===== src/hdl/websocket_frame_deframer_top_assert.svh =====
// ----------------------------------------------------------------------------
// WebSocket deframer assertion macros
// Shorthand for the concurrent checks at the end of the top level.
// ----------------------------------------------------------------------------
`ifndef WEBSOCKET_FRAME_DEFRAMER_TOP_ASSERT_SVH
`define WEBSOCKET_FRAME_DEFRAMER_TOP_ASSERT_SVH

// Same-cycle implication, sampled on the rising clock edge outside reset.
`define WSD_ASSERT_IMP(lbl, ante, cons) \
    lbl: assert property (@(posedge i_clk) disable iff (!i_rst_n) (ante) |-> (cons)) \
        else $error("websocket deframer check failed");

// Next-cycle implication, sampled on the rising clock edge outside reset.
`define WSD_ASSERT_NXT(lbl, ante, cons) \
    lbl: assert property (@(posedge i_clk) disable iff (!i_rst_n) (ante) |=> (cons)) \
        else $error("websocket deframer check failed");

`endif


===== src/hdl/wsd_pkg.sv =====
// ----------------------------------------------------------------------------
// WebSocket deframer package
// Types and constants shared by the parser, the queue and the output stage.
// ----------------------------------------------------------------------------
package wsd_pkg;

    // Header decode constants.
    localparam logic [7:0] OPCODE_MASK    = 8'h0F;
    localparam logic [7:0] LEN7_MASK      = 8'h7F;
    localparam logic [7:0] TOP_BIT        = 8'h80;
    localparam logic [7:0] OPCODE_TEXT    = 8'h01;
    localparam logic [6:0] LEN_CODE_EXT16 = 7'd126;
    localparam logic [6:0] LEN_CODE_EXT64 = 7'd127;

    // Queue between the parser and the output stage.
    localparam int Q_DEPTH = 4;
    localparam int Q_AW    = $clog2(Q_DEPTH);
    localparam int Q_CW    = $clog2(Q_DEPTH + 1);

    // Parser phases.
    typedef enum logic [2:0] {
        PH_IDLE,
        PH_HDR2,
        PH_EXT,
        PH_MASK,
        PH_PAYLOAD,
        PH_DROP
    } t_phase;

    // Result status codes.
    typedef enum logic [2:0] {
        ST_DATA    = 3'd0,
        ST_NOTTEXT = 3'd1,
        ST_NOTFIN  = 3'd2,
        ST_LEN64   = 3'd3,
        ST_EMPTY   = 3'd4
    } t_status;

    // One queued result: raw byte plus the key byte it is unmasked with.
    typedef struct packed {
        logic [7:0]  data;
        logic [7:0]  key;
        t_status     status;
        logic        last;
        logic [15:0] length;
    } t_cmd;

    // Queue status seen by both sides.
    typedef struct packed {
        logic full;
        logic empty;
    } t_q_stat;

endpackage


===== src/hdl/websocket_frame_deframer_top.sv =====
// ----------------------------------------------------------------------------
// WebSocket frame deframer
// Receive-side parser for text frames, one byte per item.
// ----------------------------------------------------------------------------
// The block takes one frame byte every clock cycle and gives at most one
// result per byte. Each byte is classified and its result written into the
// result queue at the accepting edge; the output register loads the queue
// head whenever it is empty or being taken. The four-entry result queue
// absorbs output stalls; the input stalls only while that queue is full.
// Final text frames are unmasked and passed on byte by byte, and an empty
// one gives a single empty status; other frames and 64-bit lengths give a
// single reject status and are dropped up to the next frame start.
module websocket_frame_deframer_top (
    input  logic        i_clk,
    input  logic        i_rst_n,
    input  logic        i_in_valid,
    output logic        o_in_stall,
    input  logic [7:0]  i_in_byte,
    input  logic        i_frame_start,
    output logic        o_out_valid,
    input  logic        i_out_stall,
    output logic [7:0]  o_payload_byte,
    output logic [2:0]  o_status,
    output logic        o_last_of_frame,
    output logic [15:0] o_frame_length
);
    import wsd_pkg::*;

    logic    w_push;
    logic    w_pop;
    t_cmd    w_cmd_in;
    t_cmd    w_cmd_out;
    t_q_stat w_q_stat;
    logic    w_out_status;
    logic    w_in_reject;

    // Parser front end.
    wsd_front u_front (
        .i_clk    (i_clk),
        .i_rst_n  (i_rst_n),
        .i_valid  (i_in_valid),
        .i_byte   (i_in_byte),
        .i_start  (i_frame_start),
        .i_q_stat (w_q_stat),
        .o_stall  (o_in_stall),
        .o_push   (w_push),
        .o_cmd    (w_cmd_in)
    );

    // Result queue.
    wsd_queue u_queue (
        .i_clk   (i_clk),
        .i_rst_n (i_rst_n),
        .i_push  (w_push),
        .i_cmd   (w_cmd_in),
        .i_pop   (w_pop),
        .o_cmd   (w_cmd_out),
        .o_stat  (w_q_stat)
    );

    // Output stage.
    wsd_back u_back (
        .i_clk           (i_clk),
        .i_rst_n         (i_rst_n),
        .i_q_stat        (w_q_stat),
        .i_cmd           (w_cmd_out),
        .o_pop           (w_pop),
        .i_out_stall     (i_out_stall),
        .o_out_valid     (o_out_valid),
        .o_payload_byte  (o_payload_byte),
        .o_status        (o_status),
        .o_last_of_frame (o_last_of_frame),
        .o_frame_length  (o_frame_length)
    );

    // Conditions watched by the checks below.
    assign w_out_status = o_out_valid && (o_status != 3'(ST_DATA));
    assign w_in_reject  = i_in_valid && !o_in_stall && i_frame_start &&
                          ((i_in_byte & OPCODE_MASK) != OPCODE_TEXT);

    // Checks on the internal handshakes and result encoding.
`include "websocket_frame_deframer_top_assert.svh"

    `WSD_ASSERT_IMP(a_no_push_when_full, w_push, !w_q_stat.full)
    `WSD_ASSERT_IMP(a_no_pop_when_empty, w_pop, !w_q_stat.empty)
    `WSD_ASSERT_IMP(a_status_is_last, w_out_status, o_last_of_frame && o_payload_byte == 8'd0)
    `WSD_ASSERT_NXT(a_reject_queued, w_in_reject, !w_q_stat.empty)

endmodule


===== src/hdl/wsd_front.sv =====
// ----------------------------------------------------------------------------
// WebSocket deframer parser
// Accepts received bytes, tracks the header phase and queues one result
// for every payload byte, reject or empty frame.
// ----------------------------------------------------------------------------
module wsd_front (
    input  logic            i_clk,
    input  logic            i_rst_n,
    input  logic            i_valid,
    input  logic [7:0]      i_byte,
    input  logic            i_start,
    input  wsd_pkg::t_q_stat i_q_stat,
    output logic            o_stall,
    output logic            o_push,
    output wsd_pkg::t_cmd   o_cmd
);
    import wsd_pkg::*;

    t_phase      r_phase,    n_phase;
    logic        r_mask_on,  n_mask_on;
    logic [31:0] r_key,      n_key;
    logic [1:0]  r_key_cnt,  n_key_cnt;
    logic        r_ext_cnt,  n_ext_cnt;
    logic [15:0] r_len,      n_len;
    logic [15:0] r_index,    n_index;

    logic        w_accept;
    logic [6:0]  w_len7;
    logic [15:0] w_ext_len;
    logic        w_last;
    logic [7:0]  w_key_byte;

    // An item is taken whenever the queue has room.
    assign o_stall  = i_q_stat.full;
    assign w_accept = i_valid && !i_q_stat.full;

    assign w_len7    = i_byte[6:0] & LEN7_MASK[6:0];
    assign w_ext_len = {r_len[7:0], i_byte};
    assign w_last    = ({1'b0, r_index} + 17'd1) >= {1'b0, r_len};

    // Key byte for the current payload position.
    always_comb begin
        case (r_index[1:0])
            2'd0:    w_key_byte = r_key[31:24];
            2'd1:    w_key_byte = r_key[23:16];
            2'd2:    w_key_byte = r_key[15:8];
            default: w_key_byte = r_key[7:0];
        endcase
    end

    // Next-state and header register updates.
    always_comb begin
        n_phase   = r_phase;
        n_mask_on = r_mask_on;
        n_key     = r_key;
        n_key_cnt = r_key_cnt;
        n_ext_cnt = r_ext_cnt;
        n_len     = r_len;
        n_index   = r_index;
        if (w_accept) begin
            if (i_start) begin
                n_mask_on = 1'b0;
                n_key     = '0;
                n_key_cnt = '0;
                n_ext_cnt = 1'b0;
                n_len     = '0;
                n_index   = '0;
                if ((i_byte & OPCODE_MASK) != OPCODE_TEXT) begin
                    n_phase = PH_DROP;
                end else if ((i_byte & TOP_BIT) != TOP_BIT) begin
                    n_phase = PH_DROP;
                end else begin
                    n_phase = PH_HDR2;
                end
            end else begin
                case (r_phase)
                    PH_HDR2: begin
                        n_mask_on = i_byte[7];
                        if (w_len7 == LEN_CODE_EXT64) begin
                            n_phase = PH_DROP;
                        end else if (w_len7 == LEN_CODE_EXT16) begin
                            n_ext_cnt = 1'b0;
                            n_len     = '0;
                            n_phase   = PH_EXT;
                        end else begin
                            n_len = {9'd0, w_len7};
                            if (i_byte[7]) begin
                                n_key_cnt = '0;
                                n_phase   = PH_MASK;
                            end else begin
                                n_index = '0;
                                n_phase = (w_len7 == 7'd0) ? PH_IDLE : PH_PAYLOAD;
                            end
                        end
                    end
                    PH_EXT: begin
                        n_len = w_ext_len;
                        if (!r_ext_cnt) begin
                            n_ext_cnt = 1'b1;
                        end else begin
                            n_ext_cnt = 1'b0;
                            if (r_mask_on) begin
                                n_key_cnt = '0;
                                n_phase   = PH_MASK;
                            end else begin
                                n_index = '0;
                                n_phase = (w_ext_len == 16'd0) ? PH_IDLE : PH_PAYLOAD;
                            end
                        end
                    end
                    PH_MASK: begin
                        n_key = {r_key[23:0], i_byte};
                        if (r_key_cnt != 2'd3) begin
                            n_key_cnt = r_key_cnt + 2'd1;
                        end else begin
                            n_key_cnt = '0;
                            n_index   = '0;
                            n_phase   = (r_len == 16'd0) ? PH_IDLE : PH_PAYLOAD;
                        end
                    end
                    PH_PAYLOAD: begin
                        n_index = r_index + 16'd1;
                        if (w_last) begin
                            n_phase = PH_IDLE;
                        end
                    end
                    default: begin
                        n_phase = r_phase;
                    end
                endcase
            end
        end
    end

    // Result classification for the queue.
    always_comb begin
        o_push = 1'b0;
        o_cmd  = '{data: '0, key: '0, status: ST_DATA, last: 1'b1, length: '0};
        if (w_accept) begin
            if (i_start) begin
                if ((i_byte & OPCODE_MASK) != OPCODE_TEXT) begin
                    o_push     = 1'b1;
                    o_cmd.status = ST_NOTTEXT;
                end else if ((i_byte & TOP_BIT) != TOP_BIT) begin
                    o_push     = 1'b1;
                    o_cmd.status = ST_NOTFIN;
                end
            end else begin
                case (r_phase)
                    PH_HDR2: begin
                        if (w_len7 == LEN_CODE_EXT64) begin
                            o_push       = 1'b1;
                            o_cmd.status = ST_LEN64;
                        end else if (w_len7 == 7'd0 && !i_byte[7]) begin
                            o_push       = 1'b1;
                            o_cmd.status = ST_EMPTY;
                        end
                    end
                    PH_EXT: begin
                        if (r_ext_cnt && !r_mask_on && w_ext_len == 16'd0) begin
                            o_push       = 1'b1;
                            o_cmd.status = ST_EMPTY;
                        end
                    end
                    PH_MASK: begin
                        if (r_key_cnt == 2'd3 && r_len == 16'd0) begin
                            o_push       = 1'b1;
                            o_cmd.status = ST_EMPTY;
                        end
                    end
                    PH_PAYLOAD: begin
                        o_push       = 1'b1;
                        o_cmd.status = ST_DATA;
                        o_cmd.data   = i_byte;
                        o_cmd.key    = r_mask_on ? w_key_byte : 8'd0;
                        o_cmd.last   = w_last;
                        o_cmd.length = r_len;
                    end
                    default: begin
                        o_push = 1'b0;
                    end
                endcase
            end
        end
    end

    // Parser state registers.
    always_ff @(posedge i_clk) begin
        if (!i_rst_n) begin
            r_phase   <= PH_IDLE;
            r_mask_on <= 1'b0;
            r_key     <= '0;
            r_key_cnt <= '0;
            r_ext_cnt <= 1'b0;
            r_len     <= '0;
            r_index   <= '0;
        end else begin
            r_phase   <= n_phase;
            r_mask_on <= n_mask_on;
            r_key     <= n_key;
            r_key_cnt <= n_key_cnt;
            r_ext_cnt <= n_ext_cnt;
            r_len     <= n_len;
            r_index   <= n_index;
        end
    end

endmodule


===== src/hdl/wsd_queue.sv =====
// ----------------------------------------------------------------------------
// WebSocket deframer result queue
// Short first-in first-out buffer that decouples the parser from the
// output stage.
// ----------------------------------------------------------------------------
module wsd_queue (
    input  logic             i_clk,
    input  logic             i_rst_n,
    input  logic             i_push,
    input  wsd_pkg::t_cmd    i_cmd,
    input  logic             i_pop,
    output wsd_pkg::t_cmd    o_cmd,
    output wsd_pkg::t_q_stat o_stat
);
    import wsd_pkg::*;

    t_cmd            r_mem [Q_DEPTH];
    logic [Q_AW-1:0] r_wr_ptr, n_wr_ptr;
    logic [Q_AW-1:0] r_rd_ptr, n_rd_ptr;
    logic [Q_CW-1:0] r_count,  n_count;

    // Head entry and fill status.
    assign o_cmd        = r_mem[r_rd_ptr];
    assign o_stat.full  = (r_count == Q_CW'(Q_DEPTH));
    assign o_stat.empty = (r_count == '0);

    // Pointer and count updates.
    always_comb begin
        n_wr_ptr = i_push ? Q_AW'(r_wr_ptr + 1'b1) : r_wr_ptr;
        n_rd_ptr = i_pop  ? Q_AW'(r_rd_ptr + 1'b1) : r_rd_ptr;
        case ({i_push, i_pop})
            2'b10:   n_count = r_count + 1'b1;
            2'b01:   n_count = r_count - 1'b1;
            default: n_count = r_count;
        endcase
    end

    always_ff @(posedge i_clk) begin
        if (!i_rst_n) begin
            r_wr_ptr <= '0;
            r_rd_ptr <= '0;
            r_count  <= '0;
        end else begin
            r_wr_ptr <= n_wr_ptr;
            r_rd_ptr <= n_rd_ptr;
            r_count  <= n_count;
        end
    end

    // Entry storage needs no reset.
    always_ff @(posedge i_clk) begin
        if (i_push) begin
            r_mem[r_wr_ptr] <= i_cmd;
        end
    end

endmodule


===== src/hdl/wsd_back.sv =====
// ----------------------------------------------------------------------------
// WebSocket deframer output stage
// Pops queued results, unmasks payload bytes and holds each result in an
// output register until it is taken.
// ----------------------------------------------------------------------------
module wsd_back (
    input  logic             i_clk,
    input  logic             i_rst_n,
    input  wsd_pkg::t_q_stat i_q_stat,
    input  wsd_pkg::t_cmd    i_cmd,
    output logic             o_pop,
    input  logic             i_out_stall,
    output logic             o_out_valid,
    output logic [7:0]       o_payload_byte,
    output logic [2:0]       o_status,
    output logic             o_last_of_frame,
    output logic [15:0]      o_frame_length
);
    import wsd_pkg::*;

    logic        r_valid,  n_valid;
    logic [7:0]  r_byte;
    logic [2:0]  r_status;
    logic        r_last;
    logic [15:0] r_length;

    // Load a new result when the output register is empty or being taken.
    assign o_pop   = !i_q_stat.empty && (!r_valid || !i_out_stall);
    assign n_valid = o_pop ? 1'b1 : (r_valid && i_out_stall);

    always_ff @(posedge i_clk) begin
        if (!i_rst_n) begin
            r_valid <= 1'b0;
        end else begin
            r_valid <= n_valid;
        end
    end

    // Payload registers; a byte is unmasked on its way in.
    always_ff @(posedge i_clk) begin
        if (o_pop) begin
            r_byte   <= i_cmd.data ^ i_cmd.key;
            r_status <= 3'(i_cmd.status);
            r_last   <= i_cmd.last;
            r_length <= i_cmd.length;
        end
    end

    assign o_out_valid     = r_valid;
    assign o_payload_byte  = r_byte;
    assign o_status        = r_status;
    assign o_last_of_frame = r_last;
    assign o_frame_length  = r_length;

endmodule

===== config.mk =====
export PLATFORM = sky130hd
export DESIGN_NAME = websocket_frame_deframer_top
export DESIGN_NICKNAME = d
export VERILOG_FILES = /design/src/hdl/wsd_pkg.sv /design/src/hdl/websocket_frame_deframer_top.sv /design/src/hdl/wsd_front.sv /design/src/hdl/wsd_queue.sv /design/src/hdl/wsd_back.sv
export VERILOG_INCLUDE_DIRS = /design/src /design/src/hdl
export SDC_FILE = /design/constraint.sdc
export NUM_CORES = 1
export LEC_CHECK = 0
export BUFFER_PORTS_ARGS = -buffer_cell sky130_fd_sc_hd__clkbuf_2
export CELL_PAD_IN_SITES_DETAIL_PLACEMENT = 2
export CELL_PAD_IN_SITES_GLOBAL_PLACEMENT = 2
export CORE_UTILIZATION = 39
export DETAILED_ROUTE_END_ITERATION = 16
export PLACE_DENSITY_LB_ADDON = 0.1
export SYNTH_ARGS = -nofsm -noshare
export SYNTH_HDL_FRONTEND = slang
export SYNTH_SLANG_ARGS = --single-unit

===== constraint.sdc =====
create_clock -name i_clk -period 3.35 [get_ports i_clk]
set_input_delay 0.1675 -clock i_clk [delete_from_list [all_inputs] [get_ports i_clk]]
set_output_delay 0.1675 -clock i_clk [all_outputs]
set_load 0.05 [all_outputs]

After elaboration in Yosys (flattened, before gate mapping)

Memory sizes are Yosys's and may differ from the RTL's. A register that Yosys moved wholly into a read port is not among the register bits.
Cells that the tools add are included.

Memory bits (writable): 144
Memories kept: 1
Register bits after elaboration: 107
Output and inout port bits: 30

Memory list:

| name          | words | width | read ports | clocked after Yosys merged registers in | write ports | RTL line        | source |
|---|---|---|---|---|---|---|---|
| u_queue.r_mem | 4     | 36    | 1          | 1                                       | 1           | wsd_queue.sv:17 | `t_cmd r_mem [Q_DEPTH];` |

Bitwise logic cells: 1
Reductions and logical operators: 32
Order comparisons: 1
Add/sub/neg operators: 7
Equality and inequality tests: 24
Multiplexer cells: 73

Operators by type and width:

| cell                                                                     | number |
|---|---|
| 16-bit 2-to-1 mux                                                        | 11 |
| 32-bit 2-to-1 mux                                                        | 2 |
| 16-bit one-hot mux with 4 select lines                                   | 1 |
| 3-bit 2-to-1 mux                                                         | 19 |
| 36-bit 2-to-1 mux                                                        | 1 |
| 17-bit 2-to-1 mux                                                        | 2 |
| 16-bit zero test                                                         | 2 |
| 16-bit one-hot mux with 2 select lines                                   | 1 |
| 8-bit one-hot mux with 3 select lines                                    | 1 |
| 2-bit 2-to-1 mux                                                         | 10 |
| 3-bit inequality test (second input constant)                            | 6 |
| 16-bit by 1-bit adder with 17-bit output (second input constant)         | 1 |
| 17-bit by 16-bit >= comparator with 1-bit output                         | 1 |
| 1-bit 2-to-1 mux                                                         | 17 |
| 16-bit by 1-bit adder with 16-bit output (second input constant)         | 1 |
| 7-bit == test (second input constant)                                    | 2 |
| 3-bit by 2-bit inequality test with 1-bit output (second input constant) | 4 |
| 3-bit one-hot mux with 4 select lines                                    | 1 |
| 3-bit one-hot mux with 3 select lines                                    | 1 |
| 8-bit 2-to-1 mux                                                         | 1 |
| 8-bit AND reduction                                                      | 1 |
| 8-bit bitwise XOR                                                        | 1 |
| 1-bit logical AND                                                        | 7 |
| 7-bit zero test                                                          | 1 |
| other kinds (28)                                                         | 43 |

Depth between registers and ports, before layout

Depth in word-level cells: 9
Gate-level depth with buffers: 13
Depth with buffers taken out: 12

Hierarchy

From an unflattened synthesis, not the netlist that was laid out.

Cell total of the unflattened synthesis: 817
Area, all modules: 10839.1 um^2

By module, submodules not included:

| module    | seq. area each (um^2) | area each (um^2) | instances | cells an instance |
|---|---|---|---|---|
| wsd_queue | 4504.3                | 5699.2           | 1         | 234 |
| wsd_front | 1421.4                | 4189.0           | 1         | 543 |
| wsd_back  | 860.8                 | 950.9            | 1         | 40 |

Worst setup path after synthesis

OpenSTA, ideal clock, no wires.

Kind: register -> register
From: register u_back.r_valid, in the netlist u_back.o_out_valid
To: register u_queue.r_count[2]
Path slack: -0.298 ns
Clock period less this slack: 3.648 ns
Arrival time: 3.578 ns
Cell stages (with the launch flop): 8
Path through: dfxtp_1 a21oi_1 ha_1 inv_1 fa_1 xor2_1 or3_1 a21oi_1

Longest elaborated chain between the ends: 5
Elaborated cells on any way between the ends: 7

RTL lines:

| item                                                                               | RTL line        | source |
|---|---|---|
| from (decl)                                                                        | wsd_back.sv:21  | `logic r_valid, n_valid;` |
| from (signal assigned)                                                             | wsd_back.sv:35  | `r_valid <= n_valid;` |
| 1-bit zero test (*)                                                                | wsd_back.sv:28  | `assign o_pop = !i_q_stat.empty && (!r_valid \|\| !i_out_stall);` |
| 1-bit logical OR (*)                                                               | wsd_back.sv:28  |  |
| 1-bit logical AND (*)                                                              | wsd_back.sv:28  |  |
| via u_back.o_pop                                                                   | wsd_back.sv:11  | `output logic o_pop,` |
| 2-bit by 1-bit == test with 1-bit output / 2-bit == test (equally long branches)   | wsd_queue.sv:31 | `case ({i_push, i_pop})` |
| 3-bit one-hot mux with 2 select lines / 2-bit nonzero test (equally long branches) | -               |  |
| to (signal assigned)                                                               | wsd_queue.sv:46 | `r_count <= n_count;` |
| to (decl)                                                                          | wsd_queue.sv:20 | `logic [Q_CW-1:0] r_count, n_count;` |

Mark *: on every way through the listed nets, which the timed path passes. The rest lies on a longest branch.
A chain may end at the register's enable or synchronous reset.

==> results.md <==
* Status: complete, no violations
* Wire per inst at 22.7 µm
* Largest family of logic cells by synthesized area: simple AND/OR/NAND/NOR gates
* Critical path class: register to register
* Clock power frac at 34.8%
* Largest cells by area after synthesis: edfxtp_1, dfxtp_1, mux4_2, nor2_1, xor2_1
* Num rows at 60
* Yosys warning count at 0
* Worst Path Required at 3.62 ns
* DIE WIDTH at 169 µm
* Flop pwr share at 43.6%
* Switching Fraction at 31.1%
* Reg2Reg Depth at 11
* Final ANT Viol Nets at 0
* Ys flop type: edfxtp_1
* Final nets at 943
* TritonCTS clock tree: done
* Yosys top cell area share at 47.7%
* Adder-cell area share of the yosys netlist at 3.19%
* Critical Path AT at 3.39 ns
* Final period utilization at 93.1%
* Highest clock rate at 0.321 GHz
* Peak VDD IR at 0.387 mV
* Multiplexer share of the synthesized area at 6.37%
* Synth Area in Compound Gates at 8.53%
* Drt first-iter violations at 402
* Hold violation count in the final report at 0
* CTS Root Cell: clkbuf_16
* Via Count at 6962
* Crit-path slowest cell: or3_1
* Setup crit start: u_front.r_index[5]$_SDFFE_PN0P_
* CTS buffer count at 28
* Routability cong. at 0.820
* Residual DRC count at 0
* P_leak at 0.00436 µW
* Worst Tran Pin Value at 0.947 ns
* Die Y at 169 µm
* Clock sinks at 253
* Post-Route Setup TNS at 0 ns
* Core ar. at 27100 µm²
* Synth Area in XOR/XNOR at 4.12%
* Crit path to: u_queue.r_mem[2][16]$_DFFE_PP_
* WL final at 29400 µm
* Latest clock arrival within the worst-skew pair at 0.57 ns
* Syn Nets at 887
* Psw at 2860 µW
* Max Cap Violations at 0
* Global-route wire length before repair at 45200 µm
* Final setup skew at 0.0307 ns
* HPWL Detailed at 19900 µm
* Total die area at 28500 µm²
* Total gr overflow at 0
* Initial Util at 40.0%
* Fraction of layout cells with a size suffix above 1 at 18.2%
* CTS clk-pin slew, worst paths at 0.06 ns
* R2R Path End: u_queue.r_mem[2][16]$_DFFE_PP_
* Final min period at 3.12 ns
* Top cell type by total area after synthesis: edfxtp_1
* Worst hold-check path type: primary input to register
* Register bit total from synthesis at 253
* I/O Buffers at 42
* Int Power at 6340 µW
* Mean Syn Cell Area at 12.8 µm²
* Crit path max fanout at 6
* Post-synth ARST share at 0%
* GR Util All Layers at 21.0%
* Post-synth EDFFs at 172
* Netlist cell types at 62
* Worst hold path cell count at 3
* Crit end category: register
* Clock buffer depth at 3
* Drt via density at 5.36
* Post-Syn Area at 10800 µm²
* H-tree levels at 1
* Power per cell area at 732 nW/µm²
* Crit-path cells: nand2_1 > nor4_2 > buf_4 > and3_1 > xor2_1 > ha_1 > nand3_1 > nor3_1 > a21oi_1 > a31oi_1 > or3_1
* Slew Limit Fails at 0
* Comb power frac at 21.6%
* P&R area growth vs syn at 16.0%
* R2R setup slack at 0.23 ns
* Final design utilization at 46.4%
* # setup viols final at 0
* Pin count of the biggest net entering global routing at 40
* Seq/Total Area, Yosys at 62.6%
* # IOs at 43
* Startpoint Class: register
* Worst path max stage delay at 0.42 ns
* Most common cell in the netlist: edfxtp_1
* Initial antenna violation count at 1
* Simple-gate share of the synthesized area at 12.3%
* Slew HR at 36.7%
* Synth top cells by count: edfxtp_1, nor2_1, dfxtp_1
* Origin of the critical flop-to-flop path: u_front.r_index[5]$_SDFFE_PN0P_
* Vias in the first global route at 7586
* Cells after Synth at 847
* Initial DRT Pass Iterations at 5
[worst min path at each step]
stage                      startpoint                         endpoint
after floorplan           i_out_stall    u_back.o_out_valid$_SDFF_PN0_
after global placement    i_out_stall    u_back.o_out_valid$_SDFF_PN0_
after detailed placement  i_out_stall    u_back.o_out_valid$_SDFF_PN0_
after CTS                     i_rst_n  u_front.r_phase[1]$_SDFFE_PN0P_
after global routing          i_rst_n  u_front.r_phase[2]$_SDFFE_PN0P_
final                         i_rst_n  u_front.r_phase[1]$_SDFFE_PN0P_
[stage by stage]
stage	hold WS, ns	instance area, µm²	instances	setup WS [ns]	total power (µW)
after global routing	0.0715	12600	1297	-0.0569	9570
after global placement	0.436	11600	1243	0.306	6010
after CTS	0.0339	12500	1296	0.0496	9340
after floorplan	0.304	10800	847	0.302	5490
final	0.0633	12600	1298	0.230	9210
after detailed placement	0.448	11600	1243	0.0744	6110
[worst max-delay path, delay by kind of cell (launching register included)]
kind / cells / cell delay, ns
and+or+nand+nor: 6 / 1.41
DFF: 1 / 0.40
adders and majority gates: 1 / 0.30
AOI/OAI and AO/OA: 2 / 0.29
xor gates and xnor gates: 1 / 0.25
buffers and inverters: 1 / 0.19
[logic make-up after synthesis]
kind of cell             count (synthesis)
AND/OR/NAND/NOR                        268
flip-flops                             253
AO/OA/AOI/OAI                          143
buffers and inverters                   71
XOR/XNOR                                51
multiplexers                            34
adder cells (fa/ha/maj)                 27
[flip-flops by register name, summed over array words and instances, names as in the netlist, 3 cells and up, named ones only]
signal                 count
u_front.r_len             16
u_back.o_payload_byte      8
u_queue.r_mem            144
u_front.r_phase            3
u_front.r_key             32
u_back.o_status            3
u_back.o_frame_length     16
u_queue.r_count            3
u_front.r_index           16
[repair_timing]
action,CTS,global route
setup endpoints to repair,0,7
hold endpoints to repair,1,0
hold buffers,1,0
setup buffers,0,1
gates resized for setup,0,5
[placed cells by master (no fill, tap or decap), types with 4 or more instances in the layout]
cell	synthesis	final
o21ai_0	15	14
bufinv_16	0	5
ha_1	26	26
clkbuf_1	27	8
nand3_1	27	26
nor3_1	17	16
nor2b_1	4	4
clkbuf_2	0	42
edfxtp_1	172	172
o21ai_2	5	7
mux2i_1	6	6
nor2_1	102	101
buf_4	1	20
or2_2	6	6
clkinv_2	0	6
inv_1	29	29
nand4_1	5	5
dfxtp_1	81	79
a22oi_1	26	26
clkbuf_16	0	28
a21oi_1	63	62
mux4_2	28	28
or3_1	8	8
nand3b_1	8	8
buf_12	1	4
xnor2_1	9	9
a222oi_1	8	8
and2_1	9	9
xor2_1	42	42
nand2b_1	8	8
and3_1	6	6
nand2_1	42	42
nor4_1	10	10
a21o_1	4	4
[power by group through the flow]
stage | logic (µW) | clock network (µW) | registers, µW
2_1_floorplan | 995 | 0 | 4490
5_1_grt | 2130 | 3380 | 4060
4_1_cts | 2030 | 3280 | 4030
6_report | 1990 | 3200 | 4010
3_5_place_dp | 2010 | 0 | 4090
3_3_place_gp | 1950 | 0 | 4060
[cell type report]
class | instances | area, µm²
tap | 372 | 465
clock buffer | 37 | 744
multi-input combinational | 523 | 3790
antenna | 1 | 2.50
fill | 2663 | 14500
clock inverter | 15 | 221
sequential | 253 | 6790
inverter | 30 | 113
timing repair buffer | 67 | 450
[layer usage]
| layer | vias to the layer above | wire length, µm | GRT usage, % |
|---|---|---|---|
| li1 | 3247 | - | - |
| met1 | 3569 | 13500 | 27.9 |
| met2 | 106 | 14600 | 36.8 |
| met3 | 40 | 845 | 2.81 |
| met4 | 0 | 517 | 4.31 |
| met5 | - | 0 | 0 |
Power figures use the tool's default switching activity.
